$ cat config.mk
export PLATFORM = sky130hd
export DESIGN_NAME = lzss_ctrl
export DESIGN_NICKNAME = d
export VERILOG_FILES = /design/src/design/lzss_pkg.sv /design/src/design/lzss_ctrl.sv
export SDC_FILE = /design/constraint.sdc
export NUM_CORES = 1
export LEC_CHECK = 0
export ABC_AREA = 1
export BUFFER_PORTS_ARGS = -buffer_cell sky130_fd_sc_hd__buf_2
export CAP_MARGIN = 30
export CORE_MARGIN = 2
export CORE_UTILIZATION = 43
export CTS_CLUSTER_SIZE = 14
export DETAILED_ROUTE_END_ITERATION = 8
export PLACE_DENSITY = 0.7
export SYNTH_ARGS = -nofsm -noshare
export SYNTH_HDL_FRONTEND = slang
export SYNTH_SLANG_ARGS = --single-unit
export TNS_END_PERCENT = 5
$ cat constraint.sdc
create_clock -name i_clk -period 1.1 [get_ports i_clk]
set_input_delay 0.22 -clock i_clk [delete_from_list [all_inputs] [get_ports i_clk]]
set_output_delay 0.22 -clock i_clk [all_outputs]
set_load 0.01 [all_outputs]
$ cat src/design/lzss_pkg.sv
// Shared types and constants of the LZSS bit-stream decoder.
package lzss_pkg;

    // Window geometry.
    localparam int WIN_DEPTH = 4096;
    localparam int WIN_AW    = 12;
    localparam int FILL_W    = WIN_AW + 1;

    // Field and counter widths.
    localparam int BYTE_W    = 8;
    localparam int CNT_W     = 24;
    localparam int TOK_W     = 16;
    localparam int TOKCNT_W  = 5;
    localparam int LEN_W     = 4;
    localparam int IDX_W     = 5;

    // Token lengths in bits.
    localparam logic [TOKCNT_W-1:0] LIT_BITS = 5'd9;
    localparam logic [TOKCNT_W-1:0] REF_BITS = 5'd17;

    // Register value after reset.
    localparam logic [CNT_W-1:0] TOTAL_RESET = 24'hFFFFFF;

    // Commands from the controller to the datapath.
    typedef struct packed {
        logic load;      // capture the input transaction
        logic restart;   // start a new stream
        logic bit_step;  // shift one bit into the token
        logic rd;        // issue a window read for the copy
        logic emit;      // deliver one data byte
        logic src_lit;   // data byte comes from the literal
        logic emit_end;  // deliver the bare end notice
    } t_cmd;

    // Status from the datapath to the controller.
    typedef struct packed {
        logic tok_lit;   // this bit completes a literal
        logic tok_ref;   // this bit completes a back-reference
        logic tok_end;   // this bit completes the end marker
        logic slot_free; // the output register can take a result
        logic hit;       // the next byte reaches the output count
        logic copy_last; // the current copy byte is the final one
        logic finished;  // the stream has ended
    } t_status;

endpackage

$ cat src/design/lzss_ctrl.sv
// Controller state machine of the LZSS decoder: bit sequencing and copy steps.
module lzss_ctrl (
    input  logic             i_clk,
    input  logic             i_rst_n,
    input  logic             i_in_valid,
    input  logic             i_first,
    output logic             o_in_ready,
    input  lzss_pkg::t_status i_status,
    output lzss_pkg::t_cmd   o_cmd
);

    localparam logic [2:0] ST_IDLE     = 3'd0;
    localparam logic [2:0] ST_BIT      = 3'd1;
    localparam logic [2:0] ST_RD       = 3'd2;
    localparam logic [2:0] ST_EMIT_LIT = 3'd3;
    localparam logic [2:0] ST_EMIT_REF = 3'd4;
    localparam logic [2:0] ST_END      = 3'd5;

    logic [2:0] r_state;
    logic [2:0] n_state;
    logic [3:0] r_bits;
    logic [3:0] n_bits;
    logic       accept;

    assign o_in_ready = (r_state == ST_IDLE);
    assign accept     = i_in_valid && o_in_ready;

    // Next state, bit counter and commands.
    always_comb begin
        n_state = r_state;
        n_bits  = r_bits;
        o_cmd   = '0;
        case (r_state)
            ST_IDLE: begin
                if (accept) begin
                    o_cmd.load    = 1'b1;
                    o_cmd.restart = i_first;
                    n_bits        = 4'd8;
                    if (i_first || !i_status.finished) begin
                        n_state = ST_BIT;
                    end
                end
            end
            ST_BIT: begin
                o_cmd.bit_step = 1'b1;
                n_bits         = r_bits - 4'd1;
                if (i_status.tok_lit) begin
                    n_state = ST_EMIT_LIT;
                end else if (i_status.tok_ref) begin
                    n_state = ST_RD;
                end else if (i_status.tok_end) begin
                    n_state = ST_END;
                end else if (r_bits == 4'd1) begin
                    n_state = ST_IDLE;
                end
            end
            ST_RD: begin
                o_cmd.rd = 1'b1;
                n_state  = ST_EMIT_REF;
            end
            ST_EMIT_LIT, ST_EMIT_REF: begin
                o_cmd.src_lit = (r_state == ST_EMIT_LIT);
                if (i_status.slot_free) begin
                    o_cmd.emit = 1'b1;
                    if (i_status.hit) begin
                        n_state = ST_IDLE;
                    end else if (r_state == ST_EMIT_LIT || i_status.copy_last) begin
                        n_state = (r_bits == 4'd0) ? ST_IDLE : ST_BIT;
                    end else begin
                        n_state = ST_RD;
                    end
                end
            end
            ST_END: begin
                if (i_status.slot_free) begin
                    o_cmd.emit_end = 1'b1;
                    n_state        = ST_IDLE;
                end
            end
            default: begin
                n_state = ST_IDLE;
            end
        endcase
    end

    // State registers.
    always_ff @(posedge i_clk) begin
        if (!i_rst_n) begin
            r_state <= ST_IDLE;
            r_bits  <= 4'd0;
        end else begin
            r_state <= n_state;
            r_bits  <= n_bits;
        end
    end

endmodule

# After elaboration in Yosys (flattened, before gate mapping)
# Cells that the tools add are included.
# W data, S select, Z words.
[word_totals] regBits=7 inputBits=11 output_inout_bits=8 elab_cells=45
[op_classes] n_addsub=1 n_eq_ne=11 mux=21 reduce_logical=10
[ops] cell="$mux W3" n=9
[ops] cell="$pmux W3 S5" n=1
[ops] cell="$mux W2" n=4
[ops] cell="$pmux W4 S2" n=1
[ops] cell="$eq A3 B2 Y1 const B" n=2
[ops] cell="$eq A3 B3 Y1 const B" n=2
[ops] cell="$mux W1" n=5
[ops] cell="$ne A5 B5 Y1 const B" n=1
[ops] cell="$reduce_and A5 Y1" n=1
[ops] cell="$eq A4 B1 Y1 const B" n=1
[ops] cell="$logic_not A4 Y1" n=1
[ops] cell="$mux W4" n=1
[ops] cell="$ne A2 B1 Y1 const B" n=2
[ops] cell="$ne A2 B2 Y1 const B" n=2
[ops] cell="$sub A4 B1 Y4 const B" n=1
[ops] cell="$eq A3 B1 Y1 const B" n=1
[ops] cell="$logic_not A3 Y1" n=1
[ops] cell="$logic_or A1 B1 Y1" n=2
[ops] cell="$reduce_and A2 Y1" n=1
[ops] cell="$reduce_bool A2 Y1" n=1
[ops] cell="$reduce_or A2 Y1" n=1
[ops] cell="$logic_and A1 B1 Y1" n=1
[ops] cell="$logic_not A1 Y1" n=1

# Depth between registers and ports, before layout
# Gate-level depths: netlist (run 1).
[logic_depth] depth_word=6 depth_mapped=9 depth_no_buf=8

# Worst setup path before layout (run 1)
# OpenSTA, ideal clock, no wires.
[synth_path] kind="reg2out" startpoint="register r_state[0]" endpoint="output port o_cmd[5] (netlist bit)" arrival_ns=0.976 required_ns=0.880 path_slack_ns=-0.096 path_stages_with_launch=5 n_path_buf=1 path_cell_list="dfxtp_1 -> buf_6 -> nor3_4 -> nand2_1 -> nor2_1"
[synth_lines] item="from (decl)" line="lzss_ctrl.sv:19" text="logic [2:0] r_state;"
[synth_lines] item="from (signal assigned)" line="lzss_ctrl.sv:92" text="r_state <= n_state;"
[synth_lines] item="to (decl)" line="lzss_ctrl.sv:9" text="output lzss_pkg::t_cmd o_cmd"

==> flow_summary_export.csv, run 1 <==
group,metric,value,unit
status,status,"finished, violations left",
status,violations,"setup timing",
timing,fmax,0.7291,GHz
timing,hold_viol_final,0,
clocking,cts_buffer_depth,2,
logic_synthesis,yosys.area.top_type,"dfxtp_1",
worst_setup_path,reg2reg_from,"r_state[1]$_SDFFE_PN0P_",
pwr,p_per_area,2528,nW/µm²
worst_setup_path,path_cells,"nor3_4, nand2_2, nor2_2, buf_2",
pwr,ir_drop,1.324,mV
logic_synthesis,syn_area_per_cell,7.085,µm²
pwr,comb_power_share,64.8,%
timing,setup-violations-final,15,
detailed_routing,drt-met1-wl,647,µm
detailed_routing,wirelength,1.430,mm
detailed_routing,drc,0,
pwr,clkPwrFrac,11.2,%
worst_setup_path,crit_start,"r_state[1]$_SDFFE_PN0P_",
logic_synthesis,synth_cell_types,26,
clocking,cts-hold-fix-buffers,0,
logic_synthesis,seq_area_frac_synth,23.00,%
layout,n_antenna_cell,0,
global_routing,grt_max_degree,8,
timing,whs,0.2466,ns
worst_setup_path,slowest_delay,0.36,ns
timing,min_period,1.372,ns
place,gp_congestion,0.7515,
pwr,leakage,0.0004599,µW
logic_synthesis,synth-compound-area-share,13.35,%
timing,tns,-2.463,ns
logic_synthesis,synth-main-ff-cell,"dfxtp_1",
logic_synthesis,yosys-top-cells-area,"dfxtp_1 (23%), nand2_1 (12%), inv_1 (8.0%)",
logic_synthesis,synth_fp_nets,99,
detailed_routing,met2_length,722,µm
global_routing,antenna_found_initial,0,
timing,relSlewSlack,82.31,%
worst_setup_path,cp_max_fo,5,
worst_setup_path,reg2reg_slack,-0.19,ns
clocking,cts_tree,"yes",
global_routing,grt_use_total,18.67,%
place,preCtsSetupSlack,-0.1678,ns
worst_setup_path,critPathCaptureType,"output pin",
logic_synthesis,synth.most_common_cell,"nand2_1",
layout,nNetsFinal,133,
floorplanning,start_util,46.25,%
global_routing,grt_overflow,0,
pwr,switchingPower,953.2,µW
worst_setup_path,worstPathArrival,1.15,ns
job,max_cap_violations,0,
worst_hold_path,hp-start,"i_rst_n",
timing,final_max_slew_viol_count,0,
floorplanning,die_y,41.65,µm
logic_synthesis,synthSimpleGateAreaFrac,43.74,%
clocking,cts_root_buffer,"clkbuf_4",
timing,tightest_slew,0.2630,ns
clocking,cts_buffers,3,
place,port-buffer-count,18,
detailed_routing,drt_iter0_drc,9,
floorplanning,die_area,1734,µm²
global_routing,first_global_vias,678,
detailed_routing,routedWlPerCell,10.67,µm
logic_synthesis,synthXorXnorAreaFrac,1.437,%
logic_synthesis,synth_top_family_by_area,"simple AND/OR/NAND/NOR gates",
timing,rsz0062_at_grt,"yes",
detailed_routing,dr_wl_met3,55,µm
worst_setup_path,required,0.88,ns
floorplanning,coreArea,1318,µm²
logic_synthesis,async_flop_share,0,%
clocking,clk_latency,0.25,ns
worst_hold_path,hold_path_class,"primary input to flop",
logic_synthesis,syn_inst,86,
place,hpwl,1.067,mm
clocking,clk_pin_slew,0.06,ns
logic_synthesis,ys_ff_latch,7,
floorplanning,boundaryPins,19,
timing,fin_ws,-0.2715,ns
worst_setup_path,worstSetupStartpointType,"flop",
detailed_routing,antenna_left,0,
worst_setup_path,worstSetupPathType,"flop to output pin",
floorplanning,fp.dieW,41.65,µm
pwr,internal_power,1166,µW
worst_setup_path,cp_top_family,"simple AND/OR/NAND/NOR gates",
global_routing,grt_pass1_wl,2.594,mm
detailed_routing,top_layer,"met4",
detailed_routing,vias,657,
layout,syn2layout_area_growth,37.58,%
logic_synthesis,synth_common_cells,"nand2_1 (20), inv_1 (13), nor2_1 (9)",
layout,nFillCells,117,
timing,worst_clock_skew,0.002410,ns
logic_synthesis,synth_edf_count,0,
clocking,clock-sinks,7,
detailed_routing,viasPerCell,4.903,
layout,drive_above_1_share,48.74,%
pwr,seqPwrFrac,24.0,%
detailed_routing,first_pass_iters,4,
worst_setup_path,worst_path_max_delay_cell,"dfxtp_2",
logic_synthesis,ys_warn_count,0,
floorplanning,core.rowCount,13,
logic_synthesis,synth_area,609.3,µm²
worst_setup_path,worst-path-buf-inv,1,
timing,finalCritPeriodShare,124.7,%
logic_synthesis,synth_top_area_share,23.00,%
logic_synthesis,synthAdderAreaFrac,4.107,%
logic_synthesis,synthMuxAreaShare,0,%
clocking,htreeDepth,1,
pwr,p_sw_share,44.98,%
==> sequential cells by signal (all words and copies together) (netlist names) <==
signal / cells
r_bits: 4
r_state: 3
==> tightest hold or removal path, cell delays in order <==
cell	delay (ns)
buf_2	0.10
o21ai_0	0.07
a21oi_1	0.04
==> power by group through the flow <==
stage / Combinational (µW) / Sequential [µW] / Clock [µW]
final: 1370 / 509 / 238
after global routing: 1540 / 524 / 254
after CTS: 1350 / 490 / 233
after detailed placement: 1170 / 482 / 0
after global placement: 1160 / 477 / 0
after floorplan: 903 / 417 / 0
==> metrics by stage <==
stage / total power, µW / instances / util [%] / cell area [µm²]
floorplan: 1320 / 86 / - / 614.3
global placement: 1637 / 125 / 57.07 / 752.0
detailed placement: 1654 / 125 / 57.07 / 752.0
CTS: 2077 / 134 / 62.77 / 827.0
global route: 2320 / 134 / 63.63 / 838.3
finish: 2119 / 134 / 63.63 / 838.3
==> routing by layer <==
metal  vias up  track usage, %
met2        17           35.63
met5         -               0
met3         2           2.609
li1        342               -
met1       296           20.86
met4         0           5.806
==> kinds of logic after synthesis <==
kind of cell             after synthesis
AO/OA/AOI/OAI                         13
XOR/XNOR                               1
adder cells (fa/ha/maj)                2
buffers and inverters                 17
flip-flops                             7
AND/OR/NAND/NOR                       46
==> area by class of cell <==
class / count / area [µm²] / share of cell area, %
Clock buffer: 4 / 26.28 / 3.134
Multi-Input combinational cell: 62 / 396.6 / 47.31
Tap cell: 15 / 18.77 / 2.239
Sequential cell: 7 / 148.9 / 17.76
Timing Repair Buffer: 31 / 191.4 / 22.84
Inverter: 15 / 56.30 / 6.716
==> path summary, 6_finish.rpt <==
check             cells past startpoint                 endpoint
setup / recovery                      4                 o_cmd[5]
hold reg to reg                       2  r_state[1]$_SDFFE_PN0P_
hold / removal                        3   r_bits[0]$_SDFFE_PN0P_
setup reg to reg                      7  r_state[1]$_SDFFE_PN0P_
==> cell usage in the layout (no fill, tap or decap) <==
master | synthesis | final
buf_4 | 0 | 12
clkbuf_1 | 0 | 1
nor3_2 | 0 | 1
ha_1 | 2 | 2
nand4_1 | 2 | 2
nor2_2 | 0 | 2
inv_2 | 2 | 2
buf_2 | 0 | 18
nand3_4 | 1 | 1
buf_6 | 1 | 1
dfxtp_2 | 0 | 1
nand2_2 | 4 | 6
nor3_1 | 2 | 1
clkbuf_4 | 0 | 3
o21ai_1 | 1 | 1
dfxtp_4 | 0 | 2
nor2_8 | 1 | 1
dfxtp_1 | 7 | 4
xor2_1 | 1 | 1
inv_1 | 13 | 13
a21oi_1 | 6 | 6
o21ai_0 | 1 | 1
a31oi_1 | 1 | 1
nand3_2 | 4 | 4
nor2_1 | 9 | 7
nand2_1 | 20 | 18
nand3_1 | 1 | 1
o22ai_1 | 1 | 1
nor3_4 | 1 | 1
a21oi_2 | 1 | 1
nand2_4 | 1 | 1
o31ai_1 | 1 | 1
a211oi_2 | 1 | 1
==> repair_timing <==
item                                    CTS  global route
resized for setup                         6             3
setup buffers                             5             0
pin swaps                                 2             1
endpoints found under the setup margin   15            15
cloned                                    0             0
(Power assumes the default switching activity.)
==> run 2: changes to the inputs <==
- BUFFER_PORTS_ARGS: -buffer_cell sky130_fd_sc_hd__buf_2 -> -buffer_cell sky130_fd_sc_hd__buf_4
- SKIP_CTS_REPAIR_TIMING: unset -> 1
==> run 2 against run 1 <==
- register-to-register slack improved by 0.05 ns
- fmax decreased by 4.0%
- the run still ends with setup timing left
- largest cell class unchanged
- clock-buffer cell count unchanged
- cell count decreased by 1.5%
- core utilization increased by 1.4 points
==> flow_summary_export.csv, run 2 (synthesized netlist as in run 1, its figures left out) <==
group,metric,value,unit
layout,final_cell_mix,"buf_4 (29), nand2_1 (19), inv_1 (13), nor2_1 (7), a21oi_1 (6)",
worst_setup_path,reg2reg_from,"r_state[0]$_SDFFE_PN0P_",
worst_setup_path,critPathCaptureType,"output pin",
timing,fmax,0.6998,GHz
clocking,cts_tree,"yes",
worst_setup_path,regToRegEndpoint,"r_bits[1]$_SDFFE_PN0P_",
worst_setup_path,cp-endpoint,"o_cmd[5]",
floorplanning,core.rowCount,13,
timing,tightest_slew,0.2620,ns
worst_setup_path,cp_top_family,"simple AND/OR/NAND/NOR gates",
pwr,leakage,0.0004539,µW
place,hpwl,1.136,mm
floorplanning,start_util,46.25,%
timing,fin_ws,-0.3290,ns
worst_setup_path,reg2reg_slack,-0.14,ns
status,status,"finished, violations left",
clocking,htreeDepth,1,
floorplanning,die_y,41.65,µm
place,placed_area,804.5,µm²
detailed_routing,routedWlPerCell,10.38,µm
clocking,clk_pin_slew,0.05,ns
timing,relSlewSlack,82.39,%
pwr,ir_drop,1.218,mV
worst_setup_path,crit_start,"r_state[0]$_SDFFE_PN0P_",
layout,nNetsFinal,131,
pwr,p_per_area,2395,nW/µm²
worst_setup_path,worst-path-buf-inv,1,
layout,post-route-cell-area,857.1,µm²
detailed_routing,first_pass_iters,4,
clocking,cts_buffer_depth,2,
global_routing,antenna_found_initial,0,
floorplanning,boundaryPins,19,
layout,top_register,"r_bits",
place,port-buffer-count,18,
detailed_routing,drt_iter0_drc,12,
timing,min_period,1.429,ns
layout,nFillCells,128,
detailed_routing,vias,623,
job,max_cap_violations,0,
floorplanning,coreArea,1318,µm²
clocking,cts_root_buffer,"clkbuf_4",
timing,worst_clock_skew,0.004672,ns
global_routing,grt_max_degree,8,
timing,finalCritPeriodShare,129.9,%
worst_setup_path,r2r_cells,7,
worst_setup_path,worstPathArrival,1.21,ns
floorplanning,die_area,1734,µm²
place,gp_congestion,0.7704,
layout,regArea,148.9,µm²
global_routing,grt_overflow,0,
timing,final_max_slew_viol_count,0,
timing,setup-violations-final,14,
layout,n_antenna_cell,0,
clocking,clk_latency,0.26,ns
layout,multiInputGateArea,389.1,µm²
detailed_routing,viasPerCell,4.720,
worst_setup_path,worstSetupStartpointType,"flop",
worst_hold_path,hold_path_class,"primary input to flop",
worst_setup_path,worst_path_max_delay_cell,"dfxtp_4",
floorplanning,fp.dieW,41.65,µm
clocking,cts_buffers,3,
timing,hold_viol_final,0,
layout,reg_top3,"r_bits x4, r_state x3",
global_routing,first_global_vias,638,
clocking,clock-sinks,7,
timing,rsz0062_at_grt,"yes",
global_routing,grt_use_total,17.67,%
worst_setup_path,path_cells,"nor3_4, nand2_2, nor2_2, buf_4",
global_routing,grt_pass1_wl,2.380,mm
detailed_routing,drc,0,
layout,final_common_cell,"buf_4",
layout,largest_reg_flops,4,
detailed_routing,antenna_left,0,
timing,tns,-2.563,ns
worst_setup_path,cp_max_fo,7,
worst_setup_path,crit_cells,4,
worst_setup_path,slowest_delay,0.38,ns
detailed_routing,wirelength,1.370,mm
layout,syn2layout_area_growth,40.66,%
layout,drive_above_1_share,46.15,%
pwr,finalPower,2053,µW
worst_hold_path,hp-start,"i_rst_n",
worst_setup_path,required,0.88,ns
status,violations,"setup timing",
worst_setup_path,worstSetupPathType,"flop to output pin",
run 2: cell count changes in the layout (fill, tap and decap cells not counted):
| cell | before | now |
|---|---|---|
| buf_2 | 18 | 0 |
| buf_4 | 12 | 29 |
| buf_6 | 1 | 0 |
| nand2_1 | 18 | 19 |
| nand2_2 | 6 | 5 |
| nor3_1 | 1 | 2 |
| nor3_2 | 1 | 0 |
run 2: worst register-to-register path, cell delays in order (launching register included):
cell     delay, ns
dfxtp_4       0.38
nor3_4        0.27
nand2_2       0.11
buf_4         0.14
nand2_1       0.08
o22ai_1       0.07
inv_1         0.05
nor2_1        0.03
run 2: worst min-delay path by stage:
stage                                         to  slack [ns]  cells past startpoint
after global placement    r_bits[3]$_SDFFE_PN0P_        0.51                      2
after detailed placement  r_bits[0]$_SDFFE_PN0P_        0.51                      3
after global routing      r_bits[0]$_SDFFE_PN0P_        0.26                      3
final                     r_bits[0]$_SDFFE_PN0P_        0.24                      3
after floorplan           r_bits[0]$_SDFFE_PN0P_        0.36                      2
after CTS                 r_bits[0]$_SDFFE_PN0P_        0.24                      3
run 2: where the power goes:
part / internal [µW] / switching [µW]
registers: 365 / 129
clock network: 139 / 101
logic: 643 / 676
total: 1150 / 906
run 2: area by class of cell:
cell class	instances	area share [%]
inverters	15	6.569
clock buffers	4	3.066
well taps	15	2.190
multi-input cells	62	45.40
flip-flops and latches	7	17.37
repair buffers	29	25.40
run 2: routing by layer:
| layer | track usage (%) | wire (µm) | vias up |
|---|---|---|---|
| li1 | - | - | 336 |
| met1 | 17.38 | 545 | 264 |
| met2 | 33.75 | 727 | 18 |
| met3 | 3.478 | 67 | 5 |
| met4 | 9.677 | 29 | 0 |
| met5 | 0 | 0 | - |
run 2: through the flow:
stage / setup slack (ns) / hold WS [ns] / cells / utilization [%]
global placement: -0.1538 / 0.5102 / 126 / 61.06
finish: -0.3290 / 0.2440 / 132 / 65.05
detailed placement: -0.1792 / 0.5135 / 126 / 61.06
global route: -0.3821 / 0.2634 / 132 / 65.05
floorplan: -0.07482 / 0.3584 / 86 / -
CTS: -0.4146 / 0.2415 / 130 / 63.06
